File: src/rtl/lz77d_pkg.sv
// Shared types and constants for the LZ77 type-0x10 decompressor.
// No dependencies; imported by every module of the block.
`timescale 1ns / 1ps

package lz77d_pkg;

    localparam int WINDOW_DEPTH_DEF = 4096;
    localparam int SIZE_W           = 24;
    localparam int CNT_W            = 5;
    localparam int DIST_W           = 13;
    localparam int QUEUE_DEPTH      = 2;
    localparam int QPTR_W           = $clog2(QUEUE_DEPTH);
    localparam int QCNT_W           = $clog2(QUEUE_DEPTH + 1);

    localparam logic [7:0]       HDR_MAGIC = 8'h10;
    localparam logic [CNT_W-1:0] MIN_MATCH = 5'd3;
    localparam logic [3:0]       FLAG_BITS = 4'd8;

    typedef enum logic [1:0] {
        CMD_LIT,
        CMD_MATCH,
        CMD_ERR,
        CMD_ZERO
    } cmd_kind_t;

    typedef struct packed {
        cmd_kind_t           kind;
        logic [7:0]          data;
        logic [SIZE_W-1:0]   pos;
        logic [DIST_W-1:0]   offset;
        logic [CNT_W-1:0]    count;
        logic                done;
    } cmd_t;

endpackage

File: src/rtl/lz77d_front.sv
// Stream parser: header, size, flag bytes and tokens into copy commands.
// Depends on lz77d_pkg; feeds lz77d_cmd_queue.
`timescale 1ns / 1ps

module lz77d_front
    import lz77d_pkg::*;
(
    input  logic       aclk,
    input  logic       aresetn,
    input  logic       s_valid,
    output logic       s_ready,
    input  logic [7:0] s_in_byte,
    input  logic       s_frame_start,
    input  logic       q_full,
    output logic       q_push,
    output cmd_t       q_push_data
);

    typedef enum logic [2:0] {
        F_WAIT,
        F_SIZE0,
        F_SIZE1,
        F_SIZE2,
        F_FLAG,
        F_TOKEN,
        F_MATCH_LO
    } phase_t;

    phase_t            phase_reg, phase_next;
    logic [7:0]        flag_reg, flag_next;
    logic [3:0]        left_reg, left_next;
    logic [SIZE_W-1:0] total_reg, total_next;
    logic [SIZE_W-1:0] bw_reg, bw_next;
    logic [7:0]        mhigh_reg, mhigh_next;

    logic              accept;
    logic [SIZE_W-1:0] rem;
    logic [SIZE_W-1:0] size_full;
    logic [CNT_W-1:0]  mcount;
    logic [CNT_W-1:0]  ncopy;
    logic [DIST_W-1:0] mdist;
    logic              mdone;
    logic              finished;
    logic [3:0]        left_dec;

    assign s_ready = !q_full;
    assign accept  = s_valid && s_ready;

    assign rem       = total_reg - bw_reg;
    assign size_full = {s_in_byte, total_reg[15:0]};
    assign mcount    = {1'b0, mhigh_reg[7:4]} + MIN_MATCH;
    assign mdist     = {1'b0, mhigh_reg[3:0], s_in_byte} + DIST_W'(1);
    assign mdone     = rem <= {{(SIZE_W-CNT_W){1'b0}}, mcount};
    assign ncopy     = (rem < {{(SIZE_W-CNT_W){1'b0}}, mcount}) ? rem[CNT_W-1:0] : mcount;
    assign left_dec  = (left_reg != 4'd0) ? left_reg - 4'd1 : left_reg;

    always_comb begin
        phase_next  = phase_reg;
        flag_next   = flag_reg;
        left_next   = left_reg;
        total_next  = total_reg;
        bw_next     = bw_reg;
        mhigh_next  = mhigh_reg;
        q_push      = 1'b0;
        q_push_data = '{kind: CMD_LIT, data: s_in_byte, pos: bw_reg, offset: mdist,
                        count: CNT_W'(1), done: 1'b0};
        finished    = 1'b0;
        if (accept) begin
            if (s_frame_start) begin
                flag_next  = '0;
                left_next  = '0;
                total_next = '0;
                bw_next    = '0;
                mhigh_next = '0;
                if (s_in_byte == HDR_MAGIC) begin
                    phase_next = F_SIZE0;
                end else begin
                    phase_next       = F_WAIT;
                    q_push           = 1'b1;
                    q_push_data.kind = CMD_ERR;
                end
            end else begin
                unique case (phase_reg)
                    F_WAIT: begin
                    end
                    F_SIZE0: begin
                        total_next = {16'd0, s_in_byte};
                        phase_next = F_SIZE1;
                    end
                    F_SIZE1: begin
                        total_next[15:8] = s_in_byte;
                        phase_next       = F_SIZE2;
                    end
                    F_SIZE2: begin
                        total_next = size_full;
                        if (size_full == '0) begin
                            phase_next       = F_WAIT;
                            q_push           = 1'b1;
                            q_push_data.kind = CMD_ZERO;
                        end else begin
                            phase_next = F_FLAG;
                        end
                    end
                    F_FLAG: begin
                        flag_next  = s_in_byte;
                        left_next  = FLAG_BITS;
                        phase_next = F_TOKEN;
                    end
                    F_TOKEN: begin
                        if (flag_reg[7]) begin
                            mhigh_next = s_in_byte;
                            phase_next = F_MATCH_LO;
                        end else begin
                            q_push           = 1'b1;
                            q_push_data.done = rem == SIZE_W'(1);
                            bw_next          = bw_reg + SIZE_W'(1);
                            finished         = rem == SIZE_W'(1);
                            flag_next        = {flag_reg[6:0], 1'b0};
                            left_next        = left_dec;
                            phase_next       = finished ? F_WAIT :
                                               (left_dec == 4'd0) ? F_FLAG : F_TOKEN;
                        end
                    end
                    F_MATCH_LO: begin
                        q_push            = 1'b1;
                        q_push_data.kind  = CMD_MATCH;
                        q_push_data.count = ncopy;
                        q_push_data.done  = mdone;
                        bw_next           = bw_reg + {{(SIZE_W-CNT_W){1'b0}}, ncopy};
                        finished          = mdone;
                        flag_next         = {flag_reg[6:0], 1'b0};
                        left_next         = left_dec;
                        phase_next        = finished ? F_WAIT :
                                            (left_dec == 4'd0) ? F_FLAG : F_TOKEN;
                    end
                    default: phase_next = F_WAIT;
                endcase
            end
        end
    end

    always_ff @(posedge aclk) begin
        if (!aresetn) begin
            phase_reg <= F_WAIT;
            flag_reg  <= '0;
            left_reg  <= '0;
            total_reg <= '0;
            bw_reg    <= '0;
            mhigh_reg <= '0;
        end else begin
            phase_reg <= phase_next;
            flag_reg  <= flag_next;
            left_reg  <= left_next;
            total_reg <= total_next;
            bw_reg    <= bw_next;
            mhigh_reg <= mhigh_next;
        end
    end

endmodule

File: config.mk
export PLATFORM = sky130hd
export DESIGN_NAME = lz77d_front
export DESIGN_NICKNAME = d
export VERILOG_FILES = /design/src/rtl/lz77d_pkg.sv /design/src/rtl/lz77d_front.sv
export SDC_FILE = /design/constraint.sdc
export NUM_CORES = 1
export LEC_CHECK = 0
export BUFFER_PORTS_ARGS = -buffer_cell sky130_fd_sc_hd__buf_2
export CORE_ASPECT_RATIO = 0.6
export CORE_MARGIN = 8
export CORE_UTILIZATION = 40
export CTS_CLUSTER_SIZE = 25
export DETAILED_ROUTE_END_ITERATION = 8
export GPL_TIMING_DRIVEN = 0
export PLACE_DENSITY = 0.63
export SYNTH_ARGS = -nofsm -noshare
export SYNTH_HDL_FRONTEND = slang
export SYNTH_SLANG_ARGS = --single-unit
File: constraint.sdc
create_clock -name aclk -period 14.1 [get_ports aclk]
set_input_delay 2.115 -clock aclk [delete_from_list [all_inputs] [get_ports aclk]]
set_output_delay 2.115 -clock aclk [all_outputs]
set_load 0.05 [all_outputs]
Word level (Yosys, flattened, before mapping)
Cells that the tools add are included.
Widths: inputs -> output; s select.
- input bits: 13
- register bits: 71
- logic and storage cells: 90
- add/subtract/negate cells: 6
- equality and inequality tests: 10
- mux-type cells: 42
- $lt $le $gt $ge: 2
- reductions and logical operators: 21
- operators by type and width (kind ; number):
    $mux 24 ; 3
    $mux 8 ; 6
    $pmux 24 s2 ; 1
    $pmux 8 s2 ; 2
    $add 24x1->24 const B ; 1
    $add 24x5->24 ; 1
    $eq 24x1->1 const B ; 1
    $le 24x5->1 ; 1
    $logic_not 24->1 ; 1
    $lt 24x5->1 ; 1
    $pmux 8 s3 ; 1
    $sub 24x24->24 ; 1
    $pmux 3 s7 ; 1
    $mux 3 ; 5
    $add 12x1->13 const B ; 1
    $mux 4 ; 3
    $mux 6 ; 2
    $pmux 4 s3 ; 1
    $mux 5 ; 2
    $reduce_and 2->1 ; 5
    $eq 3x3->1 const B ; 3
    $reduce_and 3->1 ; 3
    $reduce_bool 3->1 ; 3
    $eq 8x5->1 const B ; 1
    other kinds (17) ; 31

Logic depth before layout (Yosys ltp)
- word-level depth: 8
- depth in mapped cells: 23

Worst setup path after synthesis
Ideal clock, no wire load.
- path kind: input port to output port
- start point: input s_in_byte[0]
- end point: output q_push
- data required time: 11.985 ns
- setup slack: 7.735 ns
- arrival time: 4.250 ns
- cell stages on the path: 7
- path through: inv_1 -> ha_1 -> nand3b_1 -> nor3_1 -> a21oi_1 -> nor2b_1 -> a21o_1
- longest elaborated chain between the ends: 5
- RTL lines (element ; line ; text):
    start, declared ; lz77d_front.sv:12 ; input logic [7:0] s_in_byte,
    $logic_not 24->1 ; lz77d_front.sv:96 ; if (size_full == '0) begin
    $mux 1 ; lz77d_front.sv:96 ;
    $pmux 1 s3 ; lz77d_front.sv:83 ; unique case (phase_reg)
    $mux 1 * ; lz77d_front.sv:69 ; if (s_frame_start) begin
    $mux 1 * ; lz77d_front.sv:68 ; if (accept) begin
    end, declared ; lz77d_front.sv:15 ; output logic q_push,
Every way passes the cells marked *; elsewhere a longest branch is shown, timed or not.

==> summary.txt <==
Run status
  • Outcome: completed

GRT
  • GRT Util Overall: 20.06%
  • Initial antenna violation count: 0
  • Vias in the first global route: 5595
  • GR peak layer: met1
  • Met3 Usage GRT: 5.918%
  • GRT met1 Usage: about a third
  • Routing usage on met2: around a quarter
  • Largest net degree at the start of global routing: 15
  • Grt total ovfl: 0
  • First-pass GRT wire length: 31.79 mm

Min path
  • Hold Crit Depth: 2
  • Min-Delay Path Class: reg2reg

Critical path
  • WS Path Type: reg2out
  • Crit path launch type: flip-flop
  • Crit path DAT: around 4.5 ns
  • Worst R2R Path Depth: 21
  • CP max FO: 6
  • CP required: 11.98 ns
  • Crit. End Element: output port

Timing
  • Setup tns final: 0 ns
  • # setup viols final: 0
  • WHS: about 0.47 ns
  • Max Fclk: roughly 0.15 GHz
  • Final Skew: between 0.009 and 0.01 ns
  • Final hold violation count: 0
  • Tcrit/Tclk final: a little under half
  • Min Tclk post-route: around 6.6 ns
  • RSZ-0062 raised after global routing: false
  • Final Max Tran Viols: 0
  • Worst slew pin tran: between 1 and 1.5 ns
  • Worst rel slew slack: around a quarter

Run
  • Max-cap violations: 0

Clocking
  • Clock sink total: between 70 and 80
  • Clock slew at reported path FFs: around 0.070 ns
  • PostCTS Resize Cnt: 0
  • TritonCTS clock tree: built
  • Clock Path Buffers: 2
  • Root buf cell: clkbuf_16
  • # H-tree levels: 3
  • Clk Latency, worst-skew pair: 0.34 ns
  • Num CTS Buffers: 9
  • # hold bufs at CTS: 0
  • Setup Fix Bufs, Post-CTS: 0

Drt
  • Vias per cell: 5.695
  • Total iterations of the first detailed-routing run: 5
  • # DRC: 0
  • Drt total wl: 20.08 mm
  • Post-DR wirelength/cell: ~18 µm
  • DRT antenna net count: 0
  • Iter 0 DRT Violations: 645
  • Vias: 6208

Floorplan
  • Die X: 174.6 µm
  • Starting density of the core: 41.27%
  • I/O pin count: 68
  • # rows: 34
  • Core Box Area: between 0.01 and 0.015 mm²
  • Die height: approximately 110 µm
  • Die Area: roughly 0.019 mm²

Yosys
  • Post-synth design cell area: 0.006040 mm²
  • Sequential share of the synthesized area: about a quarter
  • Mapped Cells: about 800
  • Flops & latches, synth: 71
  • Avg Cell Area, Syn: ~7.4 µm²
  • Synth Flop Type: dfxtp_1
  • Syn nets: roughly 860
  • Synth warnings: 0
  • Fraction of registers with async set/reset: 0%
  • Post-synth cell types: 75
  • Post-synth EDFFs: 0

Cells and area
  • Antenna Cells: 0
  • FILL cells: around 1500
  • Fin nets: approximately 940
  • Synthesis-to-finish area growth: 14.54%
  • FF/Latch Area: approximately 0.0014 mm²
  • Commonest non-fill, non-tap cells in the layout: 95 x nand2_1, 86 x nor2_1, 75 x buf_2
  • Commonest non-fill, non-tap cell in the layout: nand2_1
  • Multi-input logic area: between 0.004 and 0.005 mm²
  • Layout cells sized above 1: about 15%
  • Non-Filler Instances: between 1000 and 1500
  • Final core occ: 47.27%

Power and ir drop
  • PwrDens: about 80 mW/mm²
  • Leak: roughly 3 nW
  • Pwr Total: ~0.55 mW
  • VDD IR-drop max: 0.06431 mV

Place
  • GPL Wtd Cong: around 0.99
  • Port Buffer Count: 65
  • Placed cell count: ~1100
  • HPWL Detailed: 16.05 mm
[layout make-up]
| class | instances | share of cell area [%] |
|---|---|---|
| Buffer | 47 | 3.436 |
| Clock buffer | 9 | 3.256 |
| Clock inverter | 7 | 1.158 |
| Inverter | 42 | 2.279 |
| Multi-Input combinational cell | 651 | 61.04 |
| Sequential cell | 71 | 20.55 |
| Tap cell | 198 | 3.581 |
| Timing Repair Buffer | 65 | 4.702 |
[cells by family (layout without fill, tap and decap cells)]
logic type	after synthesis	after routing	share of synthesized area, %
AND/OR/NAND/NOR	337	337	27.72
flip-flops	71	71	23.53
buffers and inverters	89	170	6.547
XOR/XNOR	28	28	4.061
AO/OA/AOI/OAI	216	216	24.72
multiplexers	32	32	5.304
adder cells (fa/ha/maj)	38	38	8.121
[Yosys cell counts, drive strengths merged, types with 16 or more instances]
cell	count	area [µm²]
clkbuf	24	90.09
o21ai	35	182.7
buf	23	147.6
ha	36	450.4
nand3	36	180.2
mux2i	32	320.3
xor2	19	166.4
a21oi	78	409.1
nor2	86	322.8
inv	41	153.9
dfxtp	71	1421
nor2b	16	100.1
nand2	95	356.6
nor3	24	125.1
[critical path: stages (launching register included)]
cell and delay (ns):
dfxtp_1 0.39, inv_1 0.11, ha_1 0.41, a21oi_2 0.33, o21ai_1 0.13, a221oi_2 0.47
nor2_1 0.13, nand3b_1 0.19, a211oi_1 0.46, nand4_2 0.29, nor2_1 0.43, mux2i_1 0.24
nand2_1 0.13, nor2_1 0.16, buf_2 0.28
[through the flow]
| step | area (µm²) | setup WS, ns |
|---|---|---|
| after floorplan | 6040 | 7.735 |
| after global placement | 6613 | 7.865 |
| after detailed placement | 6613 | 7.981 |
| after CTS | 6918 | 7.602 |
| after global routing | 6918 | 7.169 |
| final | 6918 | 7.511 |
[power by group]
group,total [mW],switching [mW],internal [mW]
clock,0.241,0.101,0.140
sequential,0.204,0.00165,0.202
combinational,0.106,0.0700,0.0360
[layer usage]
metal	share of wire, %	routed length (µm)
met2	35	6994
met3	11	2112
met1	54	10800
met5	0	0
met4	0.86	172
[path summary, 6_finish.rpt]
check	startpoint	end	slack, ns
min reg2reg	total_reg[22]$_SDFFE_PN0P_	total_reg[22]$_SDFFE_PN0P_	0.47
max reg2reg	bw_reg[6]$_SDFFE_PN0P_	bw_reg[22]$_SDFFE_PN0P_	8.36
min	total_reg[22]$_SDFFE_PN0P_	total_reg[22]$_SDFFE_PN0P_	0.47
max	bw_reg[6]$_SDFFE_PN0P_	q_push_data[2]	7.51
(Power assumes the default switching activity.)
