[src/rtl/lz77d_pkg.sv]
// Shared types and constants for the LZ77 type-0x10 decompressor.
// No dependencies; imported by every module of the block.
`timescale 1ns / 1ps

package lz77d_pkg;

    localparam int WINDOW_DEPTH_DEF = 4096;
    localparam int SIZE_W           = 24;
    localparam int CNT_W            = 5;
    localparam int DIST_W           = 13;
    localparam int QUEUE_DEPTH      = 2;
    localparam int QPTR_W           = $clog2(QUEUE_DEPTH);
    localparam int QCNT_W           = $clog2(QUEUE_DEPTH + 1);

    localparam logic [7:0]       HDR_MAGIC = 8'h10;
    localparam logic [CNT_W-1:0] MIN_MATCH = 5'd3;
    localparam logic [3:0]       FLAG_BITS = 4'd8;

    typedef enum logic [1:0] {
        CMD_LIT,
        CMD_MATCH,
        CMD_ERR,
        CMD_ZERO
    } cmd_kind_t;

    typedef struct packed {
        cmd_kind_t           kind;
        logic [7:0]          data;
        logic [SIZE_W-1:0]   pos;
        logic [DIST_W-1:0]   offset;
        logic [CNT_W-1:0]    count;
        logic                done;
    } cmd_t;

endpackage

[src/rtl/lz77d_cmd_queue.sv]
// Small command FIFO between parser and copy engine.
// Depends on lz77d_pkg for cmd_t and depth constants.
`timescale 1ns / 1ps

module lz77d_cmd_queue
    import lz77d_pkg::*;
(
    input  logic aclk,
    input  logic aresetn,
    input  logic push,
    input  cmd_t push_data,
    output logic full,
    input  logic pop,
    output logic pop_valid,
    output cmd_t pop_data
);

    cmd_t              entry_reg [QUEUE_DEPTH];
    logic [QPTR_W-1:0] wr_ptr_reg, rd_ptr_reg;
    logic [QCNT_W-1:0] count_reg;
    logic              do_push, do_pop;

    assign full      = count_reg == QCNT_W'(QUEUE_DEPTH);
    assign pop_valid = count_reg != '0;
    assign pop_data  = entry_reg[rd_ptr_reg];
    assign do_push   = push && !full;
    assign do_pop    = pop && pop_valid;

    always_ff @(posedge aclk) begin
        if (do_push) begin
            entry_reg[wr_ptr_reg] <= push_data;
        end
    end

    always_ff @(posedge aclk) begin
        if (!aresetn) begin
            wr_ptr_reg <= '0;
            rd_ptr_reg <= '0;
            count_reg  <= '0;
        end else begin
            if (do_push) begin
                wr_ptr_reg <= (wr_ptr_reg == QPTR_W'(QUEUE_DEPTH - 1)) ? '0
                              : wr_ptr_reg + QPTR_W'(1);
            end
            if (do_pop) begin
                rd_ptr_reg <= (rd_ptr_reg == QPTR_W'(QUEUE_DEPTH - 1)) ? '0
                              : rd_ptr_reg + QPTR_W'(1);
            end
            if (do_push && !do_pop) begin
                count_reg <= count_reg + QCNT_W'(1);
            end else if (do_pop && !do_push) begin
                count_reg <= count_reg - QCNT_W'(1);
            end
        end
    end

endmodule

[config.mk]
export PLATFORM = sky130hd
export DESIGN_NAME = lz77d_cmd_queue
export DESIGN_NICKNAME = d
export VERILOG_FILES = /design/src/rtl/lz77d_pkg.sv /design/src/rtl/lz77d_cmd_queue.sv
export SDC_FILE = /design/constraint.sdc
export NUM_CORES = 1
export LEC_CHECK = 0
export ABC_AREA = 1
export BUFFER_PORTS_ARGS = -buffer_cell sky130_fd_sc_hd__buf_2
export CAP_MARGIN = 15
export CORE_ASPECT_RATIO = 1.75
export CORE_UTILIZATION = 59
export CTS_BUF_LIST = sky130_fd_sc_hd__clkbuf_2 sky130_fd_sc_hd__clkbuf_4 sky130_fd_sc_hd__clkbuf_8
export CTS_CLUSTER_DIAMETER = 100
export DETAILED_ROUTE_END_ITERATION = 8
export PLACE_DENSITY = 0.95
export SYNTH_ARGS = -nofsm -noshare
export SYNTH_HDL_FRONTEND = slang
export SYNTH_SLANG_ARGS = --single-unit
[constraint.sdc]
create_clock -name aclk -period 7.6 [get_ports aclk]
set_clock_uncertainty 0.2 [all_clocks]
set_input_delay 1.14 -clock aclk [delete_from_list [all_inputs] [get_ports aclk]]
set_output_delay 1.14 -clock aclk [all_outputs]
set_load 0.05 [all_outputs]
=== Word level (Yosys, flattened, before mapping) ===
Memories as Yosys holds them, arrays and structs flattened. A register that Yosys moved wholly into a read port is not among the register bits.
Cells that the tools add are included.

* Add/sub/neg operators: 4
* Equal/unequal tests: 1
* Muxes and demuxes: 8
* Reductions and logical operators: 9

{| class="wikitable"
|+ Operator list
! kind !! count
|-
| $mux W1 || 6
|-
| $logic_and A1 B1 Y1 || 4
|-
| $mux W2 || 2
|-
| $reduce_bool A2 Y1 || 2
|-
| $logic_not A1 Y1 || 3
|-
| $add A1 B1 Y1 const B || 2
|-
| $add A2 B1 Y2 const B || 1
|-
| $eq A2 B2 Y1 const B || 1
|-
| $sub A2 B1 Y2 const B || 1
|}

* Register bits after elaboration: 4
* Memory bits (writable): 106
* Output and inout port bits: 55
* Memories kept: 1

{| class="wikitable"
|+ Memory list
! memory !! words !! width !! rd ports !! clocked after memory_dff !! write ports !! line !! RTL
|-
| entry_reg || 2 || 53 || 1 || 1 || 1 || lz77d_cmd_queue.sv:18 || <nowiki>cmd_t entry_reg [QUEUE_DEPTH];</nowiki>
|}

=== Logic depth before layout (Yosys ltp) ===
Gate-level depths: netlist of the first run.

* Word-level depth: 7
* Depth in mapped cells: 10
* Mapped depth without buffers: 10

=== Least setup slack after synthesis of the first run ===
OpenSTA, ideal clock, no wires.

* Kind: in2reg
* From: in push
* To: mem entry_reg[0][0] (netlist bit) (enable)
* Data arrival time: 3428 ps
* Slack: 3508 ps
* Cell stages on the path: 2
* Buffers on the path: 0
* Cell sequence: o21ai_2 nor2_1

* Longest elaborated chain between the ends: 3

{| class="wikitable"
|+ Ends and longest elaborated chain
! element !! line !! RTL
|-
| from (decl) || lz77d_cmd_queue.sv:10 || <nowiki>input logic push,</nowiki>
|-
| $logic_and A1 B1 Y1 || lz77d_cmd_queue.sv:26 || <nowiki>assign do_push = push && !full;</nowiki>
|-
| $mux W1 || lz77d_cmd_queue.sv:30 || <nowiki>if (do_push) begin</nowiki>
|-
| $mux W1 (not written as such) || lz77d_cmd_queue.sv:31 || <nowiki>entry_reg[wr_ptr_reg] <= push_data;</nowiki>
|-
| to (decl) || lz77d_cmd_queue.sv:18 ||
|}

No other way between the ends.

==> results of run 1 <==
[Yosys cell counts]
| cell type | number | share of area |
|---|---|---|
| a21oi_1 | 1 | 0.0012 |
| buf_12 | 5 | 0.023 |
| buf_6 | 1 | 0.0026 |
| dfxtp_1 | 5 | 0.023 |
| edfxtp_1 | 106 | 0.74 |
| ha_1 | 1 | 0.0029 |
| inv_1 | 8 | 0.0069 |
| mux2_2 | 3 | 0.0078 |
| mux2_4 | 50 | 0.17 |
| nand2_1 | 7 | 0.0061 |
| nand3_1 | 1 | 0.0012 |
| nand4_1 | 1 | 0.0014 |
| nor2_1 | 9 | 0.0078 |
| o21a_1 | 1 | 0.0017 |
| o21ai_0 | 2 | 0.0023 |
| o21ai_2 | 1 | 0.0020 |
[where the power goes]
group	internal [mW]	leakage (nW)	total [mW]	switching, mW
sequential	0.774	1.03	0.840	0.0662
combinational	0.215	0.910	0.653	0.438
clock	0.177	0.106	0.353	0.176
[final cells by class]
| type | count | area (um^2) |
|---|---|---|
| Multi-Input combinational cell | 77 | 914.6 |
| Timing Repair Buffer | 113 | 570.5 |
| Sequential cell | 111 | 3287 |
| Fill cell | 461 | 2012 |
| Clock buffer | 13 | 166.4 |
| Inverter | 8 | 30.03 |
| Clock inverter | 3 | 42.54 |
| Tap cell | 86 | 107.6 |
[worst register-to-register path, delay by kind of cell (launching register included)]
family | cells | cell delay (ns)
buf+inv | 2 | 0.62
flops | 1 | 0.35
compound gates | 1 | 0.12
simple gates | 1 | 0.57
[how the worst max path moves through the flow]
stage                   from                    endpoint  slack (ns)  depth (start not counted)
floorplan               push   entry_reg[0][0]$_DFFE_PP_        3.51                          2
finish              register                pop_data[30]        4.27                          2
CTS                 register                pop_data[37]        4.24                          2
detailed placement      push  entry_reg[0][44]$_DFFE_PP_        4.61                          4
global placement    register                pop_data[30]        4.65                          2
global route        register                pop_data[36]        4.15                          2
[kinds of logic (layout without fill, tap and decap cells)]
kind of cell    count (synthesis)  in the layout  synth area share
compound gates                  5              5          0.007234
fa+ha+maj                       1              1          0.002893
buf+inv                        14            137           0.03270
flops                         111            111            0.7593
mux                            53             53            0.1814
simple gates                   18             18           0.01649
[cell usage in the layout (no fill, tap or decap)]
cell type / count
dfxtp_1: 4
bufinv_16: 1
clkinv_2: 1
o21a_1: 1
nand2_1: 7
clkbuf_4: 2
buf_4: 2
edfxtp_1: 106
mux2_2: 3
buf_2: 111
nor2_4: 2
dfxtp_4: 1
o21ai_0: 2
mux2_4: 50
o21ai_2: 1
clkinvlp_4: 1
nand3_1: 1
nor2_1: 7
clkbuf_8: 11
inv_1: 8
ha_1: 1
nand4_1: 1
a21oi_1: 1
[layer usage]
metal	global-route usage	vias up	wire (um)
li1	-	1010	-
met1	0.2120	1065	2431
met2	0.3044	71	3712
met3	0.06448	14	368
met4	0.1050	0	176
met5	0	-	0
[metrics by stage]
step / cell area (um^2) / setup slack (ns) / instances / total power [mW]
finish: 5119 / 4.271 / 411 / 1.845
global route: 5119 / 4.154 / 411 / 1.924
CTS: 5119 / 4.238 / 411 / 1.866
detailed placement: 4910 / 4.614 / 395 / 1.514
global placement: 4910 / 4.646 / 395 / 1.494
floorplan: 4324 / 3.508 / 202 / 1.412
==> run metrics, run 1 <==
status=finished, final reports clean; GRT Util Overall=0.1873; Worst Path Max Fanout=53; clk_lat worst skew=0.36 ns; I/O pin count=112; hold path depth=2; Power Dens Cells=360.5 nW/um^2; kind of end point of the critical path=primary output; Fin Hold WS=0.3264 ns; post-CTS sizing=0; DRC Markers=0; Mapped Area=4324 um^2; DIE AREA=7689 um^2; hold_buf cts=0; CTS root buf=clkbuf_8; DP HPWL=4509 um; largest net degree at the start of global routing=54; flop2flop setup slack=5.40 ns; Arr. time, crit path=1.99 ns; crit path time final=3.329 ns; setup_tns=0 ns; CTS tree=yes; Unique masters post-synth=16; Routed WL per cell=16.27 um; worst r2r src=count_reg[1]$_SDFFE_PN0P_; YS warnings=0; P_leak=2.047 nW; Crit Reg-Reg Endpoint=entry_reg[0][47]$_DFFE_PP_; Final Max Tran Viols=0; final WL=6688 um; PortBufs=111; cells along the critical path=mux2_2 > buf_2; layout cell share with drive strength beyond 1=0.5723; RSZ-0062 raised after global routing=no; cts bufs inserted=9; vias in the first global route=2157; CP startpoint kind=register; vias per cell=5.255; Max-cap violations=0; WS Path Type=reg -> out; peak supply drop=0.0003385 V; hold_sp=rd_ptr_reg$_SDFFE_PN0P_; Final setup viols=0; Initial Util=0.6064; height of the die=115.3 um; GP Congestion=0.6842; Synth Area per Inst=21.41 um^2; Final ANT Viol Nets=0; sequential area share after synthesis=0.7593; H-Tree Depth=3; drt pass-1 iters=6; WP buf/inv=1; area grow syn2layout=18.37%; synthesized flop and latch total=111; clock-pin slew on the worst setup and hold paths=0.08 ns; Worst path slowest cell=dfxtp_4; crit-path leading delay family=flip-flops; Rel. slew slack=0.3631; DRT iter0 DRCs=136; via count=2160; Largest register FFs=106; CP required=6.26 ns; Fmax=300.3 MHz; Antenna Diode Count=0; Hold Crit Class=reg -> reg; initial antenna violation count=0; Final Hold Viols=0; clk sinks=111; setup bufs post-CTS=0; total gr overflow=0; Die Wd=66.72 um; Post-Synthesis Cells=202; core area=7131 um^2; Core Util, Final=0.7178; first-pass GRT wire length=10010 um; Clock Path Buffers=2; R2R cell count=4; Worst path max stage delay=0.97 ns; fin nets=378; Syn Nets=260; Worst Tran Pin Value=0.9554 ns; Rows=41; period utilization=0.4381
Note: power is estimated with default switching activity, not from simulation.
==> run 2: changes to the inputs <==
- CORE_UTILIZATION: 59 -> 49
- PLACE_DENSITY: 0.95 -> 0.85
- clock period: 7.6 -> 2.8 ns (I/O delays scaled with it)
==> run metrics, run 2 (synthesis results as in run 1) <==
Initial Util=0.5020 (-0.1045); leading cell types in the layout, fill and taps excluded=111 x buf_2, 106 x edfxtp_1, 50 x mux2_4; Largest register FFs=106 (unchanged); initial antenna violation count=0 (unchanged); multi-input logic area=914.6 um^2 (unchanged); Routed WL per cell=16.24 um (-0.20%); CTS tree=yes; switching pwr=1.850 mW (+170%); clock share of power=0.165 (-0.026); drt pass-1 iters=6 (unchanged); hold_buf cts=0 (unchanged); final WL=7227 um (+8.1%); WS Path Type=reg -> out; area grow syn2layout=19.07%; Arr. time, crit path=1.69 ns (-0.30 ns); post-CTS sizing=0 (unchanged); WP buf/inv=2 (+1); Overall Power=4.891 mW (+170%); core area=8615 um^2 (+21%); CP startpoint kind=register; fin nets=382 (+1.1%); Final Hold Viols=0 (unchanged); Rows=45 (+9.8%); logic gate share of total power=0.387 (+0.033); Placement Setup Slack=0.8614 ns (-3.753 ns); DP HPWL=5147 um (+14%); Antenna Diode Count=0 (unchanged); cts bufs inserted=9 (unchanged); height of the die=126.3 um (+9.6%); layout cell share with drive strength beyond 1=0.5671 (-0.005235); vias in the first global route=2268 (+5.1%); Rel. slew slack=0.7077 (+0.3446); Final Max Tran Viols=0 (unchanged); peak supply drop=0.0007930 V (+130%); via count=2163 (+0.14%); DRC Markers=0 (unchanged); setup bufs post-CTS=0 (unchanged); FF/Latch Area=3287 um^2 (unchanged); Worst Path Max Fanout=16 (-70%); H-Tree Depth=3 (unchanged); Worst path max stage delay=0.45 ns (-0.52 ns); GP Congestion=0.7242 (+5.8%); Die Wd=73.01 um (+9.4%); crit path time final=2.308 ns; Final ANT Viol Nets=0 (unchanged); final worst slack=0.4919 ns (-3.779 ns); clk sinks=111 (unchanged); Filler Cell Count=643 (+39%); total gr overflow=0 (unchanged); Worst Tran Pin Value=0.4385 ns (-0.5169 ns); RSZ-0062 raised after global routing=no; largest net degree at the start of global routing=32 (-41%); crit-path leading delay family=buffers and inverters; Max-cap violations=0 (unchanged); Power Dens Cells=950.0 nW/um^2 (+160%); Design Area, Final=5149 um^2 (+0.59%); Final setup viols=0 (unchanged); PortBufs=111 (unchanged); Cell Area, Placed=4991 um^2 (+1.7%); Hold Crit Class=in -> reg; DRT iter0 DRCs=78 (-43%); kind of end point of the critical path=primary output; I/O pin count=112 (unchanged); clock-pin slew on the worst setup and hold paths=0.09 ns (about the same); Fin Hold WS=0.03946 ns (-0.2869 ns); GRT Util Overall=0.1663 (-0.02100); Seq pwr share=0.448 (-0.007); CP required=2.18 ns (-4.08 ns); Worst path slowest cell=dfxtp_4; vias per cell=4.861 (-7.5%); P_leak=2.048 nW (about the same); status=finished, final reports clean; Cell Int Power=3.041 mW (+160%); clk_lat worst skew=0.36 ns (about the same); commonest non-fill, non-tap cell in the layout=buf_2; first-pass GRT wire length=10780 um (+7.7%); DIE AREA=9219 um^2 (+20%); period utilization=0.8243; CTS root buf=clkbuf_8; Net Sw Frac=0.3783 (+0.01005); Fmax=433.3 MHz; cells along the critical path=buf_4 > mux2_4 > buf_2; Clock Path Buffers=2 (unchanged)
## run 2: final timing paths
kind	from	endpoint	slack [ns]	depth (start not counted)
max reg2reg	count_reg[1]$_SDFFE_PN0P_	count_reg[1]$_SDFFE_PN0P_	0.99	9
min reg2reg	rd_ptr_reg$_SDFFE_PN0P_	register	0.32	2
min	push_data[25]	entry_reg[0][25]$_DFFE_PP_	0.04	1
max	register	pop_data[5]	0.49	3
## run 2: cell type report
| class | instances | share of cell area |
|---|---|---|
| flip-flops and latches | 111 | 0.6384 |
| multi-input cells | 77 | 0.1776 |
| repair buffers | 117 | 0.1191 |
| clock buffers | 12 | 0.02843 |
| well taps | 117 | 0.02843 |
| inverters | 8 | 0.005832 |
| clock inverters | 3 | 0.002187 |
## run 2: power groups by stage
stage	Clock [mW]	Sequential [mW]	Combinational (mW)
after floorplan	0	2.20	1.63
after global placement	0	2.22	1.87
after detailed placement	0	2.23	1.91
after CTS	0.829	2.19	1.91
after global routing	0.885	2.21	1.99
final	0.807	2.19	1.89
## run 2: per-layer routing
metal | vias up | GRT usage | share of wire | wire, um
li1 | 1010 | - | - | -
met1 | 1066 | 0.1601 | 0.35 | 2518
met2 | 73 | 0.3061 | 0.59 | 4253
met3 | 14 | 0.04000 | 0.037 | 264
met4 | 0 | 0.09804 | 0.026 | 190
met5 | - | 0 | 0 | 0
## run 2: metrics by stage
stage,util,TNS [ns],cells
2_1_floorplan,-,-60.99,202
3_3_place_gp,0.5794,0,430
4_1_cts,0.5977,0,445
6_report,0.5977,0,445
5_1_grt,0.5977,0,445
3_5_place_dp,0.5794,0,430
## run 2: worst reg2reg max path, cell delays in order (launching register included)
cell     delay [ns]
dfxtp_1        0.37
inv_1          0.10
o21ai_2        0.29
inv_1          0.11
ha_1           0.32
inv_1          0.09
nand3_1        0.08
nand2_1        0.06
inv_1          0.04
nor2_1         0.08
==> run 3: changes to the inputs <==
- ABC_AREA: 1 -> 0
- CORE_UTILIZATION: 49 -> 48
- PLACE_DENSITY: 0.85 -> 0.84
- clock period: 2.8 -> 1.9 ns (I/O delays scaled with it)
==> run metrics, run 3 <==
crit path time final=1.980 ns; DRC Markers=4 (+4); Die Wd=71.51 um (-2.1%); cts bufs inserted=9 (unchanged); P_leak=2.448 nW (+20%); Routed WL per cell=20.05 um (+23%); top cells by count, synth=106 x edfxtp_1, 53 x mux2_2, 5 x buf_4, 5 x dfxtp_1, 3 x and2_1; Hold Crit Class=in -> reg; Fmax=505.0 MHz; cell taking the most area after synthesis=edfxtp_1; hold path depth=3 (+2); clk_lat worst skew=0.36 ns (about the same); most frequent cell after synthesis=edfxtp_1; vias in the first global route=2587 (+14%); fin nets=432 (+13%); area grow syn2layout=54.47%; failing checks=DRC, setup timing; Async SR Flop Fraction=0 (unchanged); YS warnings=0 (unchanged); Seq pwr share=0.367 (-0.081); Unique masters post-synth=22 (+6); CTS tree=yes; Post-Synthesis Cells=190 (-5.9%); clk sinks=111 (unchanged); kind of end point of the critical path=primary output; Crit Reg-Reg Endpoint=count_reg[1]$_SDFFE_PN0P_; Clock Path Buffers=2 (unchanged); sequential area share after synthesis=0.8089 (+0.04962); Antenna Diode Count=0 (unchanged); Mapped Area=4059 um^2 (-6.1%); Post-synth EDFFs=106 (unchanged); DP HPWL=4805 um (-6.6%); Cell Int Power=5.496 mW (+81%); Fin Hold WS=0.09557 ns (+0.05611 ns); Power Dens Cells=1398 nW/um^2 (+47%); R2R cell count=6 (-3); clock-pin slew on the worst setup and hold paths=0.09 ns (about the same); total gr overflow=0 (unchanged); Final ANT Viol Nets=0 (unchanged); Worst path max stage delay=0.39 ns (-0.06 ns); height of the die=123.6 um (-2.1%); Worst Hold End=wr_ptr_reg$_SDFFE_PN0N_; Worst Path Max Fanout=5 (-11); synthesized flop and latch total=111 (unchanged); CP startpoint kind=register; CTS root buf=clkbuf_8; Worst Tran Pin Value=0.2818 ns (-0.1567 ns); ys flop type=edfxtp_1; largest net degree at the start of global routing=32 (unchanged); H-Tree Depth=3 (unchanged); first-pass GRT wire length=12660 um (+17%); status=finished, violations left; logic gate share of total power=0.497 (+0.110); I/O pin count=112 (unchanged); met1 usage=0.2030 (+0.04296); period utilization=1.042; cells along the critical path=buf_6 > clkbuf_16 > mux2_4 > buf_6; PortBufs=111 (unchanged); Overall Power=8.762 mW (+79%); GP Congestion=0.6923 (-4.4%); top cells by area, synth=edfxtp_1 78%, mux2_2 15%, dfxtp_1 2.5%; DRT iter0 DRCs=89 (+14%); Rel. slew slack=0.8116 (+0.1039); Initial Util=0.4915 (-0.01045); crit-path leading delay family=buffers and inverters; clock share of power=0.136 (-0.029); Design Area, Final=6270 um^2 (+22%); flop2flop setup slack=0.17 ns (-0.82 ns); busiest grt layer=met2; DIE AREA=8842 um^2 (-4.1%); Final Max Tran Viols=0 (unchanged); GRT Util Overall=0.2015 (+0.03522); initial antenna violation count=0 (unchanged); Worst path slowest cell=dfxtp_4; Rows=44 (-2.2%); Filler Cell Count=479 (-26%); Max-cap violations=0 (unchanged); Synth Area per Inst=21.36 um^2 (-0.21%); WS Path Type=reg -> out; Syn Nets=248 (-4.6%); vias per cell=5.153 (+6.0%); Net Sw Frac=0.3728 (-0.005504); Cell Area, Placed=4830 um^2 (-3.2%); post-route insts no fill=470 (+5.6%); via count=2422 (+12%); met2 Use GR=0.3940 (+0.08795); Final Hold Viols=0 (unchanged); CP most frequent cell=buf_6; Final setup viols=47 (+47); final worst slack=-0.08027 ns (-0.5722 ns); met3 Usage GRT=0.03560 (-0.004401); core area=8258 um^2 (-4.1%); CP required=1.41 ns (-0.77 ns); final WL=9424 um (+30%); Arr. time, crit path=1.50 ns (-0.19 ns); Largest register FFs=106 (unchanged); RSZ-0062 raised after global routing=yes; layout cell share with drive strength beyond 1=0.5265 (-0.04062); commonest non-fill, non-tap cell in the layout=edfxtp_1; share of the synthesized area in the top cell type=0.7842 (+0.04811); switching pwr=3.266 mW (+77%); leading cell types in the layout, fill and taps excluded=106 x edfxtp_1, 58 x buf_2, 54 x dlygate4sd3_1; peak supply drop=0.001242 V (+57%); Placed Instances=393 (-8.6%); WP buf/inv=3 (+1); drt pass-1 iters=6 (unchanged); worst r2r src=count_reg[1]$_SDFFE_PN0P_; Core Util, Final=0.7592 (+0.1616); hold_sp=push
-- run 3: cell type report --
class | count | area (um^2) | share of cell area
multi-input combinational | 71 | 883.3 | 0.1409
clock buffer | 10 | 131.4 | 0.02095
inverter | 2 | 12.51 | 0.001996
tap | 92 | 115.1 | 0.01836
timing repair buffer | 179 | 1813 | 0.2892
sequential | 111 | 3288 | 0.5244
clock inverter | 5 | 26.28 | 0.004191
-- run 3: worst max-delay path by stage --
stage / startpoint / end / slack [ns] / depth (start not counted)
3_3_place_gp: register / pop_data[8] / 0.25 / 3
5_1_grt: register / pop_data[17] / -0.13 / 4
2_1_floorplan: count_reg[0]$_SDFFE_PN0P_ / entry_reg[0][0]$_DFFE_PP_ / -0.63 / 3
3_5_place_dp: count_reg[1]$_SDFFE_PN0P_ / count_reg[1]$_SDFFE_PN0P_ / 0.21 / 6
6_report: register / pop_data[31] / -0.08 / 4
4_1_cts: register / pop_data[26] / -0.11 / 4
-- run 3: logic make-up after synthesis --
| group | after synthesis | share of synthesized area |
|---|---|---|
| fa+ha+maj | 1 | 0.003082 |
| mux | 53 | 0.1470 |
| compound gates | 5 | 0.008015 |
| buf+inv | 8 | 0.01233 |
| simple gates | 9 | 0.01418 |
| flops | 111 | 0.8089 |
| xor+xnor | 3 | 0.006475 |
-- run 3: what timing repair did --
action	CTS	global route
cloned	3	2
endpoints found under the hold margin	111	0
endpoints found under the setup margin	53	53
setup buffers	5	0
hold buffers	54	0
resized for setup	121	67
-- run 3: worst register-to-register path: stages, from the launching register on --
cell and delay, ns:
dfxtp_1 0.46, nand2b_4 0.11, inv_6 0.07, nor2_1 0.04, ha_1 0.31, or3_1 0.35, a21boi_1 0.13
-- run 3: per-layer routing --
layer	vias to the layer above	part of all wire
met4	0	0.025
met1	1221	0.36
met3	15	0.036
met2	74	0.58
li1	1112	-
met5	-	0
-- run 3: through the flow --
step	setup WS (ns)	TNS, ns
after global routing	-0.1253	-4.684
after global placement	0.2544	0
after detailed placement	0.2119	0
after floorplan	-0.6253	-33.67
after CTS	-0.1139	-5.249
final	-0.08027	-2.252
-- run 3: power groups by stage --
stage / clock network [mW] / registers, mW / logic, mW
after CTS: 1.22 / 3.19 / 3.93
after global routing: 1.30 / 3.25 / 4.50
final: 1.19 / 3.21 / 4.35
after global placement: 0 / 3.22 / 2.97
after floorplan: 0 / 3.20 / 2.34
after detailed placement: 0 / 3.25 / 3.00
